===== src/rtl/core/tbc_pkg.sv =====
// ----------------------------------------------------------------------------
// tbc_pkg
// Shared types and constants of the threshold blob centroid unit.
// ----------------------------------------------------------------------------
package tbc_pkg;

	localparam int DEF_MAX_WIDTH  = 4096;
	localparam int DEF_MAX_HEIGHT = 4096;
	localparam int DEF_FRAC_BITS  = 4;

	localparam int CH_W    = 8;
	localparam int THR_W   = 8;
	localparam int SIZE_W  = 13;
	localparam int OUT_W   = 17;
	localparam int APB_DW  = 32;
	localparam int APB_AW  = 4;

	localparam int OUT_MAX = 65535;
	localparam int OUT_MIN = -65536;

	localparam int GRAY_SUM_W = 22;
	localparam int GRAY_WB    = 1868;
	localparam int GRAY_WG    = 9617;
	localparam int GRAY_WR    = 4899;
	localparam int GRAY_ROUND = 8192;

	localparam logic [1:0] REG_THRESHOLD = 2'd0;
	localparam logic [1:0] REG_WIDTH     = 2'd1;
	localparam logic [1:0] REG_HEIGHT    = 2'd2;

	localparam logic [THR_W-1:0]  RST_THRESHOLD = 8'd128;
	localparam logic [SIZE_W-1:0] RST_WIDTH     = 13'd320;
	localparam logic [SIZE_W-1:0] RST_HEIGHT    = 13'd240;

	typedef struct packed {
		logic [THR_W-1:0]  bright_threshold;
		logic [SIZE_W-1:0] frame_width;
		logic [SIZE_W-1:0] frame_height;
	} tbc_cfg_t;

	typedef struct packed {
		logic accept;
		logic mul_load;
		logic sel_y;
		logic div_load;
		logic div_step;
		logic store_x;
		logic load_out;
	} tbc_cmd_t;

	typedef struct packed {
		logic frame_end;
		logic empty;
		logic div_last;
		logic out_free;
	} tbc_sts_t;

endpackage


===== src/rtl/core/tbc_if.sv =====
// ----------------------------------------------------------------------------
// tbc_if
// Valid/ready channels for pixel requests and centroid results.
// ----------------------------------------------------------------------------
interface tbc_pixel_if import tbc_pkg::*; ();
	logic            valid;
	logic            ready;
	logic [CH_W-1:0] blue;
	logic [CH_W-1:0] green;
	logic [CH_W-1:0] red;

	modport source (output valid, output blue, output green, output red, input ready);
	modport sink   (input valid, input blue, input green, input red, output ready);
endinterface

interface tbc_centre_if import tbc_pkg::*; ();
	logic                    valid;
	logic                    ready;
	logic signed [OUT_W-1:0] centre_x_q4;
	logic signed [OUT_W-1:0] centre_y_q4;
	logic                    blob_found;

	modport source (output valid, output centre_x_q4, output centre_y_q4,
		output blob_found, input ready);
	modport sink   (input valid, input centre_x_q4, input centre_y_q4,
		input blob_found, output ready);
endinterface


===== src/rtl/core/tbc_ctrl.sv =====
// ----------------------------------------------------------------------------
// tbc_ctrl
// Sequencer: pixel intake and the frame-end multiply and divide sequence.
// ----------------------------------------------------------------------------
module tbc_ctrl import tbc_pkg::*; (
	input  logic     clk,
	input  logic     arst_n,
	input  logic     in_valid,
	output logic     in_ready,
	input  tbc_sts_t sts,
	output tbc_cmd_t cmd
);

	localparam logic [2:0] S_IDLE = 3'd0;
	localparam logic [2:0] S_MULX = 3'd1;
	localparam logic [2:0] S_LDX  = 3'd2;
	localparam logic [2:0] S_DIVX = 3'd3;
	localparam logic [2:0] S_MULY = 3'd4;
	localparam logic [2:0] S_LDY  = 3'd5;
	localparam logic [2:0] S_DIVY = 3'd6;
	localparam logic [2:0] S_OUT  = 3'd7;

	logic [2:0] state_q;
	logic [2:0] state_d;

	always_comb begin
		state_d  = state_q;
		in_ready = 1'b0;
		cmd      = '0;
		unique case (state_q)
			S_IDLE: begin
				in_ready   = 1'b1;
				cmd.accept = in_valid;
				if (in_valid && sts.frame_end) state_d = S_MULX;
			end
			S_MULX: begin
				cmd.mul_load = 1'b1;
				state_d      = sts.empty ? S_OUT : S_LDX;
			end
			S_LDX: begin
				cmd.div_load = 1'b1;
				state_d      = S_DIVX;
			end
			S_DIVX: begin
				cmd.div_step = 1'b1;
				if (sts.div_last) state_d = S_MULY;
			end
			S_MULY: begin
				cmd.store_x  = 1'b1;
				cmd.mul_load = 1'b1;
				cmd.sel_y    = 1'b1;
				state_d      = S_LDY;
			end
			S_LDY: begin
				cmd.div_load = 1'b1;
				cmd.sel_y    = 1'b1;
				state_d      = S_DIVY;
			end
			S_DIVY: begin
				cmd.div_step = 1'b1;
				if (sts.div_last) state_d = S_OUT;
			end
			S_OUT: begin
				if (sts.out_free) begin
					cmd.load_out = 1'b1;
					state_d      = S_IDLE;
				end
			end
			default: state_d = S_IDLE;
		endcase
	end

	always_ff @(posedge clk or negedge arst_n) begin
		if (!arst_n) state_q <= S_IDLE;
		else         state_q <= state_d;
	end

endmodule


===== src/rtl/core/tbc_dp.sv =====
// ----------------------------------------------------------------------------
// tbc_dp
// Datapath: gray threshold, position counters, moment sums, shared
// multiplier, restoring divider and result register.
// ----------------------------------------------------------------------------
module tbc_dp import tbc_pkg::*; #(
	parameter int MAX_WIDTH  = DEF_MAX_WIDTH,
	parameter int MAX_HEIGHT = DEF_MAX_HEIGHT,
	parameter int FRAC_BITS  = DEF_FRAC_BITS
) (
	input  logic                    clk,
	input  logic                    arst_n,
	input  tbc_cfg_t                cfg,
	input  tbc_cmd_t                cmd,
	output tbc_sts_t                sts,
	input  logic [CH_W-1:0]         blue,
	input  logic [CH_W-1:0]         green,
	input  logic [CH_W-1:0]         red,
	input  logic                    out_ready,
	output logic                    out_valid,
	output logic signed [OUT_W-1:0] centre_x_q4,
	output logic signed [OUT_W-1:0] centre_y_q4,
	output logic                    blob_found
);

	localparam int POSX_W = $clog2(MAX_WIDTH);
	localparam int POSY_W = $clog2(MAX_HEIGHT);
	localparam int SZX_W  = $clog2(MAX_WIDTH + 1);
	localparam int SZY_W  = $clog2(MAX_HEIGHT + 1);
	localparam int SZ_W   = (SZX_W > SZY_W) ? SZX_W : SZY_W;
	localparam int CNT_W  = POSX_W + POSY_W + 1;
	localparam int SUMX_W = POSX_W + CNT_W;
	localparam int SUMY_W = POSY_W + CNT_W;
	localparam int PROD_W = SZ_W + CNT_W;
	localparam int NUM_W  = FRAC_BITS + SZ_W + CNT_W + 2;
	localparam int REM_W  = CNT_W + 1;
	localparam int STEP_W = $clog2(NUM_W);
	localparam int SW_W   = SZ_W + FRAC_BITS;
	localparam int DIFF_W = (NUM_W + 1 > OUT_W + 1) ? NUM_W + 1 : OUT_W + 1;

	localparam logic signed [DIFF_W-1:0] LIM_HI = DIFF_W'(OUT_MAX);
	localparam logic signed [DIFF_W-1:0] LIM_LO = DIFF_W'(OUT_MIN);

	logic [POSX_W-1:0] col_q;
	logic [POSY_W-1:0] row_q;
	logic [CNT_W-1:0]  count_q;
	logic [SUMX_W-1:0] sumx_q;
	logic [SUMY_W-1:0] sumy_q;
	logic [PROD_W-1:0] prod_q;
	logic [NUM_W-1:0]  num_q;
	logic [REM_W-1:0]  rem_q;
	logic [STEP_W-1:0] step_q;
	logic signed [OUT_W-1:0] cx_q;
	logic              out_valid_q;

	logic [GRAY_SUM_W-1:0] gray_sum;
	logic [CH_W-1:0]       gray;
	logic                  white;
	logic [SZX_W-1:0]      w_c;
	logic [SZY_W-1:0]      h_c;
	logic [SZ_W-1:0]       size_sel;
	logic                  last_col;
	logic                  last_row;
	logic [NUM_W-1:0]      sxn;
	logic [NUM_W-1:0]      nx;
	logic [NUM_W-1:0]      ny;
	logic [REM_W:0]        trial;
	logic [REM_W:0]        dvsr;
	logic [SW_W-1:0]       swx;
	logic [SW_W-1:0]       swy;
	logic signed [DIFF_W-1:0] dx;
	logic signed [DIFF_W-1:0] dy;

	function automatic logic signed [OUT_W-1:0] sat(input logic signed [DIFF_W-1:0] v);
		logic signed [DIFF_W-1:0] r;
		r = v;
		if (v > LIM_HI) r = LIM_HI;
		if (v < LIM_LO) r = LIM_LO;
		return r[OUT_W-1:0];
	endfunction

	// gray conversion and threshold
	assign gray_sum = GRAY_SUM_W'(GRAY_WB) * GRAY_SUM_W'(blue)
		+ GRAY_SUM_W'(GRAY_WG) * GRAY_SUM_W'(green)
		+ GRAY_SUM_W'(GRAY_WR) * GRAY_SUM_W'(red)
		+ GRAY_SUM_W'(GRAY_ROUND);
	assign gray  = gray_sum[GRAY_SUM_W-1 -: CH_W];
	assign white = gray > cfg.bright_threshold;

	// clamped frame size
	always_comb begin
		if (cfg.frame_width == '0)                   w_c = SZX_W'(1);
		else if (32'(cfg.frame_width) > MAX_WIDTH)   w_c = SZX_W'(MAX_WIDTH);
		else                                         w_c = SZX_W'(cfg.frame_width);
		if (cfg.frame_height == '0)                  h_c = SZY_W'(1);
		else if (32'(cfg.frame_height) > MAX_HEIGHT) h_c = SZY_W'(MAX_HEIGHT);
		else                                         h_c = SZY_W'(cfg.frame_height);
	end

	assign last_col = (32'(col_q) + 32'd1) >= 32'(w_c);
	assign last_row = (32'(row_q) + 32'd1) >= 32'(h_c);
	assign size_sel = cmd.sel_y ? SZ_W'(h_c) : SZ_W'(w_c);

	// numerators, biased by the scaled size to stay unsigned
	assign sxn = NUM_W'(prod_q) << FRAC_BITS;
	assign nx  = (NUM_W'(sumx_q) << (FRAC_BITS + 1)) + NUM_W'(count_q) + sxn;
	assign ny  = sxn + (sxn << 1) + NUM_W'(count_q) - (NUM_W'(sumy_q) << (FRAC_BITS + 1));

	assign dvsr  = {1'b0, count_q, 1'b0};
	assign trial = {rem_q, num_q[NUM_W-1]};

	assign swx = SW_W'(w_c) << FRAC_BITS;
	assign swy = SW_W'(h_c) << FRAC_BITS;
	assign dx  = $signed(DIFF_W'(num_q)) - $signed(DIFF_W'(swx));
	assign dy  = $signed(DIFF_W'(num_q)) - $signed(DIFF_W'(swy));

	assign sts.frame_end = last_col && last_row;
	assign sts.empty     = count_q == '0;
	assign sts.div_last  = step_q == STEP_W'(NUM_W - 1);
	assign sts.out_free  = !out_valid_q || out_ready;

	// position counters and moment sums
	always_ff @(posedge clk or negedge arst_n) begin
		if (!arst_n) begin
			col_q   <= '0;
			row_q   <= '0;
			count_q <= '0;
			sumx_q  <= '0;
			sumy_q  <= '0;
		end else if (cmd.load_out) begin
			col_q   <= '0;
			row_q   <= '0;
			count_q <= '0;
			sumx_q  <= '0;
			sumy_q  <= '0;
		end else if (cmd.accept) begin
			if (white) begin
				count_q <= count_q + CNT_W'(1);
				sumx_q  <= sumx_q + SUMX_W'(col_q);
				sumy_q  <= sumy_q + SUMY_W'(row_q);
			end
			if (!last_col) begin
				col_q <= col_q + POSX_W'(1);
			end else if (!last_row) begin
				col_q <= '0;
				row_q <= row_q + POSY_W'(1);
			end
		end
	end

	// multiplier and restoring divider
	always_ff @(posedge clk) begin
		if (cmd.mul_load) prod_q <= size_sel * count_q;
		if (cmd.store_x)  cx_q   <= sat(dx);
		if (cmd.div_load) begin
			num_q  <= cmd.sel_y ? ny : nx;
			rem_q  <= '0;
			step_q <= '0;
		end else if (cmd.div_step) begin
			step_q <= step_q + STEP_W'(1);
			if (trial >= dvsr) begin
				rem_q <= REM_W'(trial - dvsr);
				num_q <= {num_q[NUM_W-2:0], 1'b1};
			end else begin
				rem_q <= trial[REM_W-1:0];
				num_q <= {num_q[NUM_W-2:0], 1'b0};
			end
		end
	end

	// result register
	always_ff @(posedge clk or negedge arst_n) begin
		if (!arst_n)            out_valid_q <= 1'b0;
		else if (cmd.load_out)  out_valid_q <= 1'b1;
		else if (out_ready)     out_valid_q <= 1'b0;
	end

	always_ff @(posedge clk) begin
		if (cmd.load_out) begin
			if (count_q == '0) begin
				centre_x_q4 <= '0;
				centre_y_q4 <= '0;
				blob_found  <= 1'b0;
			end else begin
				centre_x_q4 <= cx_q;
				centre_y_q4 <= sat(dy);
				blob_found  <= 1'b1;
			end
		end
	end

	assign out_valid = out_valid_q;

endmodule


===== src/rtl/core/threshold_blob_centroid_unit.sv =====
// ----------------------------------------------------------------------------
// threshold_blob_centroid_unit
// Centroid of the bright pixels of a raster-order BGR frame.
// ----------------------------------------------------------------------------
// pix carries one BGR pixel per request in raster order; the APB port sets
// the gray threshold and the frame size (byte address 0, 4, 8).
// Every pixel but the last of a frame is taken back to back.
// The last pixel starts the frame-end sequence: a multiply, a divider load
// and NUM_W divide steps for x, the same for y, then a load of the result
// register, NUM_W being FRAC_BITS + size bits + count bits + 2 (44 with the
// default sizes). The one-bit-a-cycle divider is shared by x and y; pix
// is not ready meanwhile.
// An empty frame skips the divider and gives a result with blob_found low.
// cen holds one result in an output register; pixels of the next frame are
// taken while it waits, and a stalled receiver only holds up the next frame
// end. Reset clears counters, sums and the result valid, and sets the
// registers to threshold 128, width 320 and height 240.
// ----------------------------------------------------------------------------
module threshold_blob_centroid_unit import tbc_pkg::*; #(
	parameter int MAX_WIDTH  = DEF_MAX_WIDTH,
	parameter int MAX_HEIGHT = DEF_MAX_HEIGHT,
	parameter int FRAC_BITS  = DEF_FRAC_BITS
) (
	input  logic              clk,
	input  logic              arst_n,
	tbc_pixel_if.sink         pix,
	tbc_centre_if.source      cen,
	input  logic              psel,
	input  logic              penable,
	input  logic              pwrite,
	input  logic [APB_AW-1:0] paddr,
	input  logic [APB_DW-1:0] pwdata,
	output logic [APB_DW-1:0] prdata,
	output logic              pready
);

	tbc_cfg_t cfg_q;
	tbc_cmd_t cmd;
	tbc_sts_t sts;
	logic     wr_en;
	logic [1:0] reg_idx;

	assign pready  = 1'b1;
	assign reg_idx = paddr[3:2];
	assign wr_en   = psel && penable && pwrite;

	always_ff @(posedge clk or negedge arst_n) begin
		if (!arst_n) begin
			cfg_q.bright_threshold <= RST_THRESHOLD;
			cfg_q.frame_width      <= RST_WIDTH;
			cfg_q.frame_height     <= RST_HEIGHT;
		end else if (wr_en) begin
			unique case (reg_idx)
				REG_THRESHOLD: cfg_q.bright_threshold <= pwdata[THR_W-1:0];
				REG_WIDTH:     cfg_q.frame_width      <= pwdata[SIZE_W-1:0];
				REG_HEIGHT:    cfg_q.frame_height     <= pwdata[SIZE_W-1:0];
				default: ;
			endcase
		end
	end

	always_comb begin
		unique case (reg_idx)
			REG_THRESHOLD: prdata = APB_DW'(cfg_q.bright_threshold);
			REG_WIDTH:     prdata = APB_DW'(cfg_q.frame_width);
			REG_HEIGHT:    prdata = APB_DW'(cfg_q.frame_height);
			default:       prdata = '0;
		endcase
	end

	tbc_ctrl u_ctrl (
		.clk      (clk),
		.arst_n   (arst_n),
		.in_valid (pix.valid),
		.in_ready (pix.ready),
		.sts      (sts),
		.cmd      (cmd)
	);

	tbc_dp #(
		.MAX_WIDTH  (MAX_WIDTH),
		.MAX_HEIGHT (MAX_HEIGHT),
		.FRAC_BITS  (FRAC_BITS)
	) u_dp (
		.clk         (clk),
		.arst_n      (arst_n),
		.cfg         (cfg_q),
		.cmd         (cmd),
		.sts         (sts),
		.blue        (pix.blue),
		.green       (pix.green),
		.red         (pix.red),
		.out_ready   (cen.ready),
		.out_valid   (cen.valid),
		.centre_x_q4 (cen.centre_x_q4),
		.centre_y_q4 (cen.centre_y_q4),
		.blob_found  (cen.blob_found)
	);

endmodule


===== src/flat_wrapper.sv =====
// flat-port wrapper written by rule: the top's interface ports become plain ports
module threshold_blob_centroid_unit_flat import tbc_pkg::*;
#(
	parameter int MAX_WIDTH  = DEF_MAX_WIDTH,
	parameter int MAX_HEIGHT = DEF_MAX_HEIGHT,
	parameter int FRAC_BITS  = DEF_FRAC_BITS
)
  (clk, arst_n, psel, penable, pwrite, paddr, pwdata, prdata, pready, pix_valid, pix_blue, pix_green, pix_red, pix_ready, cen_valid, cen_centre_x_q4, cen_centre_y_q4, cen_blob_found, cen_ready);
  tbc_pixel_if pix_i ();
  tbc_centre_if cen_i ();
  input  logic clk;
  input  logic arst_n;
  input  logic psel;
  input  logic penable;
  input  logic pwrite;
  input  logic [APB_AW-1:0] paddr;
  input  logic [APB_DW-1:0] pwdata;
  output logic [APB_DW-1:0] prdata;
  output logic pready;
  input wire logic [$bits(pix_i.valid)-1:0] pix_valid;
  input wire logic [$bits(pix_i.blue)-1:0] pix_blue;
  input wire logic [$bits(pix_i.green)-1:0] pix_green;
  input wire logic [$bits(pix_i.red)-1:0] pix_red;
  output wire logic [$bits(pix_i.ready)-1:0] pix_ready;
  output wire logic [$bits(cen_i.valid)-1:0] cen_valid;
  output wire logic [$bits(cen_i.centre_x_q4)-1:0] cen_centre_x_q4;
  output wire logic [$bits(cen_i.centre_y_q4)-1:0] cen_centre_y_q4;
  output wire logic [$bits(cen_i.blob_found)-1:0] cen_blob_found;
  input wire logic [$bits(cen_i.ready)-1:0] cen_ready;
  assign pix_i.valid = pix_valid;
  assign pix_i.blue = pix_blue;
  assign pix_i.green = pix_green;
  assign pix_i.red = pix_red;
  assign pix_ready = pix_i.ready;
  assign cen_valid = cen_i.valid;
  assign cen_centre_x_q4 = cen_i.centre_x_q4;
  assign cen_centre_y_q4 = cen_i.centre_y_q4;
  assign cen_blob_found = cen_i.blob_found;
  assign cen_i.ready = cen_ready;
  threshold_blob_centroid_unit #(.MAX_WIDTH(MAX_WIDTH), .MAX_HEIGHT(MAX_HEIGHT), .FRAC_BITS(FRAC_BITS)) u_core (.clk(clk), .arst_n(arst_n), .pix(pix_i), .cen(cen_i), .psel(psel), .penable(penable), .pwrite(pwrite), .paddr(paddr), .pwdata(pwdata), .prdata(prdata), .pready(pready));
endmodule

===== config.mk =====
export PLATFORM = sky130hd
export DESIGN_NAME = threshold_blob_centroid_unit_flat
export DESIGN_NICKNAME = d
export VERILOG_FILES = /design/src/rtl/core/tbc_pkg.sv /design/src/rtl/core/tbc_if.sv /design/src/rtl/core/tbc_ctrl.sv /design/src/rtl/core/tbc_dp.sv /design/src/rtl/core/threshold_blob_centroid_unit.sv /design/src/flat_wrapper.sv
export SDC_FILE = /design/constraint.sdc
export NUM_CORES = 2
export LEC_CHECK = 0
export BUFFER_PORTS_ARGS = -buffer_cell sky130_fd_sc_hd__buf_2
export CAP_MARGIN = 20
export CELL_PAD_IN_SITES_DETAIL_PLACEMENT = 1
export CELL_PAD_IN_SITES_GLOBAL_PLACEMENT = 1
export CORE_MARGIN = 4
export CORE_UTILIZATION = 29
export DETAILED_ROUTE_END_ITERATION = 12
export PLACE_DENSITY = 0.64
export SYNTH_ARGS = -nofsm -noshare
export SYNTH_HDL_FRONTEND = slang
export SYNTH_SLANG_ARGS = --single-unit

===== constraint.sdc =====
create_clock -name clk -period 7.5 [get_ports clk]
set_input_delay 0.375 -clock clk [delete_from_list [all_inputs] [get_ports clk]]
set_output_delay 0.375 -clock clk [all_outputs]
set_load 0.01 [all_outputs]

; Yosys cells after proc, flatten, opt, wreduce, memory -nomap -nowiden
; Index checks and enable logic that the tools add are counted.
[op_classes]
addsub = 19
n_mul = 4
magnitude_cmp = 10
eq_ne = 16
mux = 49
n_reduce_logical = 28
[op_table]
columns = cell, n
row1 = 37-bit two-way mux, 6
row2 = 44-bit two-way mux, 3
row3 = 12-bit two-way mux, 8
row4 = 45-bit by 17-bit > comparator with 1-bit output (second input constant), 2
row5 = 45-bit by 17-bit less-than comparator with 1-bit output (second input constant), 2
row6 = 44-bit by 17-bit subtractor with 45-bit output, 2
row7 = 25-bit two-way mux, 3
row8 = 37-bit by 12-bit adder with 37-bit output, 2
row9 = 13-bit two-way mux, 5
row10 = 17-bit two-way mux, 3
row11 = 42-bit by 43-bit adder with 44-bit output, 1
row12 = 43-bit by 42-bit adder with 44-bit output, 1
row13 = 44-bit by 25-bit adder with 44-bit output, 1
row14 = 44-bit by 42-bit subtractor with 44-bit output, 1
row15 = 42-bit by 25-bit adder with 43-bit output, 1
row16 = 13-bit one-hot mux with 3 select lines, 1
row17 = 13-bit by 25-bit multiplier with 38-bit output, 1
row18 = 27-bit by 26-bit greater-or-equal comparator with 1-bit output, 1
row19 = 12-bit by 1-bit adder with 13-bit output (second input constant), 2
row20 = 13-bit greater-or-equal comparator, 2
row21 = 13-bit > comparator (second input constant), 2
row22 = 13-bit zero test, 2
row23 = 26-bit two-way mux, 1
row24 = 26-bit subtractor, 1
row25 = other kinds (33), 72
[word_totals]
reg_bits = 327
input_bits = 67
elab_cells = 145

; Depth between registers and ports, before layout
[depth]
depth_word = 8
mapped_depth = 42

; By module
; Synthesis repeated with hierarchy kept, for this count alone.
[unflattened]
cells_unflattened = 4535
area_unflattened_um2 = 41182.0
[modules_own_cells]
columns = module, n_inst, cells_each, area_per_inst_um2, seq_area_each_um2
row1 = tbc_dp, 1, 4373, 39145.0, 7767.4
row2 = threshold_blob_centroid_unit, 1, 131, 1726.7, 859.6
row3 = tbc_ctrl, 1, 31, 310.3, 75.1

; Least setup slack after synthesis
; OpenSTA, ideal clock, no wires.
[synth_timing]
path_type = input to register
from = input port pix_blue[5]
to = register u_core.u_dp.sumx_q[23]
setup_time_ns = 0.132
t_arrival_ns = 9.060
t_required_ns = 7.368
path_slack_ns = -1.692
stages = 41
n_path_buf = 1
path_cell_list = ha_1 > ha_1 > inv_1 > fa_1 > fa_1 > inv_1 > ha_1 > nor3b_1 > o21ai_0 > a21oi_1 > o21a_1 > o21ai_0 > nand2b_1 > xor2_1 > ha_1 > ha_1 > fa_1 > inv_1 > [... 5 more ...] > nand2_1 > o211a_1 > o31a_1 > o21a_1 > o21a_1 > nor2_1 > xnor2_1 > ha_1 > a21o_1 > a21o_1 > a21o_1 > o221ai_1 > a21boi_1 > nand2_1 > clkbuf_1 > nor4_1 > xnor2_1 > nor2_1
[synth_via]
elab_chain_len = 7
[synth_lines]
columns = element, line_no
row1 = start: declaration, flat_wrapper.sv:21  ; input wire logic [$bits(pix_i.blue)-1:0] pix_blue;
row2 = 9-bit by 8-bit multiplier with 17-bit output, tbc_dp.sv:83  ; assign gray_sum = GRAY_SUM_W'(GRAY_WB) * GRAY_SUM_W'(blue)
row3 = 19-bit by 22-bit adder with 22-bit output, tbc_dp.sv:84  ; + GRAY_SUM_W'(GRAY_WG) * GRAY_SUM_W'(green)
row4 = 22-bit by 21-bit adder with 22-bit output, tbc_dp.sv:85  ; + GRAY_SUM_W'(GRAY_WR) * GRAY_SUM_W'(red)
row5 = 22-bit by 14-bit adder with 22-bit output, tbc_dp.sv:86  ; + GRAY_SUM_W'(GRAY_ROUND);
row6 = 8-bit > comparator, tbc_dp.sv:88  ; assign white = gray > cfg.bright_threshold;
row7 = 2-bit nonzero test (no source line), -
row8 = 2-bit AND reduction (no source line), -
row9 = end signal: assignment, tbc_dp.sv:139  ; sumx_q <= sumx_q + SUMX_W'(col_q);
row10 = end: declaration, tbc_dp.sv:47  ; logic [SUMX_W-1:0] sumx_q;
; No other way between the ends.
; A chain may end at the register's enable or synchronous reset.

; Worst setup path in the final report
[layout_timing]
from = input port pix_blue[5]
to = register u_core.u_dp.sumx_q[34]
; Same word-level chain as after synthesis.

==> metrics.md <==
| Metric | Value |
|---|---|
| Port-buffer cells | `95` |
| GP Congestion | `0.899` |
| Worst EP arrival | `9.07 ns` |
| Req. time, crit path | `8.00 ns` |
| Slew @ Worst Pin | `1.06 ns` |
| Root Driver | `clkbuf_16` |
| Clock buffer depth | `3` |
| Int Pwr | `0.00705 W` |
| Design Area, Final | `48100 um^2` |
| RSZ-0062 raised after global routing | `true` |
| RR Endpoint | `u_core.u_dp.prod_q[36]` |
| H-Tree Depth | `2` |
| Vias | `33800` |
| Minimum clock period | `8.57 ns` |
| Sw Ratio | `0.427` |
| Post-route total power | `0.0123 W` |
| CTS Buf Count | `42` |
| Final hold violations | `0` |
| Fin worst setup slack | `-1.07 ns` |
| Final wirelength | `between 100000 and 150000 um` |
| Worst Setup SP | `pix_blue[5]` |
| Vias/cell | `between 5 and 6` |
| Post-DRT Antenna Nets | `0` |
| Worst reg2reg path depth | `25` |
| Layout cells sized above 1 | `0.133` |
| Initial antenna violation count | `5` |
| Largest net degree at the start of global routing | `134` |
| Share of power burned in registers | `0.165` |
| I/O pin count | `between 100 and 150` |
| Sw power | `0.00525 W` |
| Nets | `5754` |
| Synthesis-to-finish area growth | `16.1%` |
| Fmax | `roughly 120 MHz` |
| FF-to-FF setup slack | `0.47 ns` |
| Gr ovfl total | `0` |
| R2r startpoint | `u_core.u_ctrl.state_q[2]` |
| Post-synth top flop | `dfrtp_1` |
| Vias in the first global route | `36000` |
| Crit end category | `register` |
| Final count of pins violating max slew | `0` |
| Fin Setup TNS | `-87.23 ns` |
| DP HPWL | `between 100000 and 150000 um` |
| Yosys cell types | `94` |
| Clock transition at path regs | `0.06 ns` |
| Hold Slack | `0.0367 ns` |
| Clk sink count | `approximately 330` |
| Maximum VDD drop | `0.000389 V` |
| Leak Pwr | `about 23 nW` |
| Final period util | `1.14` |
| Vert. Die Dim | `a little under 400 um` |
| Failing checks | `negative setup slack` |
| Core Box Area | `142000 um^2` |
| Drt first pass iters | `5` |
| First-pass GRT wire length | `208000 um` |
| Crit-path most repeated cell | `fa_1` |
| Row count | `138` |
| Yosys warnings | `0` |
| Crit path max fanout | `8` |
| CP Launch Type | `input pin` |
| CTS tree | `built` |
| Crit path capture | `u_core.u_dp.sumx_q[34]` |
| Initial Util | `0.293` |
| Hold path depth | `2` |
| Slew Limit Headroom | `0.293` |
| #FFs+latches synth | `around 330` |
| Power per cell area | `around 260 nW/um^2` |
| Clk network pwr share | `0.162` |
| EDFF count, synth | `134` |
| Critical path class | `in2reg` |
| Clock latency on the worst-skew pair | `0.59 ns` |
| Max-cap violations | `0` |
| CP max stage cell | `fa_1` |
| Setup violations, final | `99` |
| Crit-path max cell delay | `around 0.53 ns` |
| Cells after Synth | `around 4600` |
| Post-Syn Area per Cell | `9.03 um^2` |
| Routed len/inst | `19.6 um` |
| Area after DPL | `46000 um^2` |
| Post-synth ARST share | `0.492` |
| Final clock skew | `between 0.03 and 0.04 ns` |
| Status | `finished with violations` |
| Sequential area share after synthesis | `0.210` |
| Die width | `386 um` |
| Hold Crit Class | `in2reg` |
| GRT Util Overall | `0.175` |
| Synthesized area | `41500 um^2` |
| Die area | `149000 um^2` |
| DRC viols | `0` |
| Drt initial violations | `roughly 1700` |
| Comb power frac | `0.673` |
## critical path, delay by kind of cell
family	cells	cell delay, ns
compound gates	17	2.89
xor+xnor	1	0.14
fa+ha+maj	12	4.13
buf+inv	10	0.91
simple gates	3	0.61
## cell type report
cell class	instances	area [um^2]
timing repair buffer	342	2800
inverter	663	2500
tap	1890	2360
antenna	1	2.50
clock buffer	60	1160
clock inverter	17	168
fill	16500	93600
multi-input combinational	3426	30400
sequential	327	8700
## cell usage in the layout, fill, tap and decap left out, drive strengths merged, types with 16 or more instances in the layout
cell type,n
nand2,447
inv,663
or2,19
a22o,16
nor2b,45
o21a,72
mux2,50
dfrtp,154
o211ai,18
o21bai,24
ha,461
conb,20
fa,424
or4,16
a211oi,24
nand3,105
xnor2,154
a31oi,30
and3,43
xor2,105
nor4,36
mux2i,54
nor3,68
dfxtp,32
nor2,261
o21ai,210
a21o,86
nand2b,35
buf,337
edfxtp,134
o2111ai,23
a21oi,222
nand4,40
or3,41
clkbuf,63
and2,114
## cell families (layout without fill, tap and decap cells)
group                      count (synthesis)  count (layout)  share of synthesized area
other                                      2              21                   0.000181
muxes                                    104             104                     0.0266
and+or+nand+nor                         1307            1307                      0.153
buffers and inverters                    860            1082                     0.0801
xor gates and xnor gates                 259             259                     0.0547
AOI/OAI and AO/OA                        850             851                      0.132
DFF                                      327             327                      0.210
adders and majority gates                885             885                      0.344
## registers in the layout, indices dropped and copies added (netlist names), 3 cells and up
signal,count
u_core.u_dp.sumy_q,37
u_core.u_dp.count_q,25
u_core.u_dp.centre_x_q4,17
u_core.cfg_q,34
u_core.u_dp.cx_q,17
u_core.u_dp.sumx_q,37
u_core.u_dp.prod_q,38
u_core.u_dp.row_q,12
u_core.u_dp.step_q,6
u_core.u_dp.num_q,44
u_core.u_dp.centre_y_q4,17
u_core.u_ctrl.state_q,3
u_core.u_dp.col_q,12
u_core.u_dp.rem_q,26
## synthesized netlist by cell type, types with 32 or more instances
cell type  count  area, um^2
a21o_1        86         646
a21oi_1      222        1110
and2_1       114         713
and3_1        42         263
clkbuf_1     161         604
dfrtp_1      154        3850
dfxtp_1       32         641
edfxtp_1     134        4020
fa_1         424        8490
ha_1         461        5770
inv_1        662        2480
mux2_2        49         552
mux2i_1       54         541
nand2_1      447        1680
nand2b_1      35         219
nand3_1      105         526
nand4_1       39         244
nor2_1       261         980
nor2b_1       45         282
nor3_1        67         335
nor4_1        34         213
o21a_1        72         541
o21ai_0      206        1030
or3_1         40         250
xnor2_1      154        1350
xor2_1       105         920
## worst min-delay path by stage
stage | from | end | slack [ns]
2_1_floorplan | arst_n | u_core.cfg_q[0] | 0.08
3_3_place_gp | arst_n | u_core.u_dp.sumx_q[34] | 0.29
3_5_place_dp | arst_n | u_core.u_dp.sumx_q[33] | 0.29
4_1_cts | pwdata[9] | u_core.cfg_q[9] | 0.003
5_1_grt | pwdata[9] | u_core.cfg_q[22] | 0.03
6_report | pwdata[9] | u_core.cfg_q[9] | 0.04
## stage by stage
stage	setup WS (ns)	utilization	std cells
2_1_floorplan	-1.09	-	4612
3_3_place_gp	-2.01	0.324	6615
3_5_place_dp	-2.13	0.324	6617
4_1_cts	-1.04	0.336	6709
5_1_grt	-1.43	0.340	6725
6_report	-1.07	0.340	6726
## power by group through the flow
stage | clock network, W | registers, W | logic [W]
floorplan | 0 | 0.00203 | 0.00489
global placement | 0 | 0.00206 | 0.00717
detailed placement | 0 | 0.00206 | 0.00739
CTS | 0.00205 | 0.00203 | 0.00762
global route | 0.00212 | 0.00204 | 0.00933
finish | 0.00200 | 0.00203 | 0.00828
## routing by layer
metal,part of all wire,track usage
met5,0.000098,0
met1,0.47,0.243
met2,0.48,0.301
met4,0.022,0.0368
met3,0.031,0.0123
## what timing repair did
item / CTS / global route
pin swaps: 38 / 37
endpoints found under the setup margin: 99 / 108
hold endpoints to repair: 30 / 0
resized for setup: 30 / 77
hold buffers: 2 / 0
setup buffers: 11 / 10
gates cloned: 2 / 4
Power figures use the tool's default switching activity.
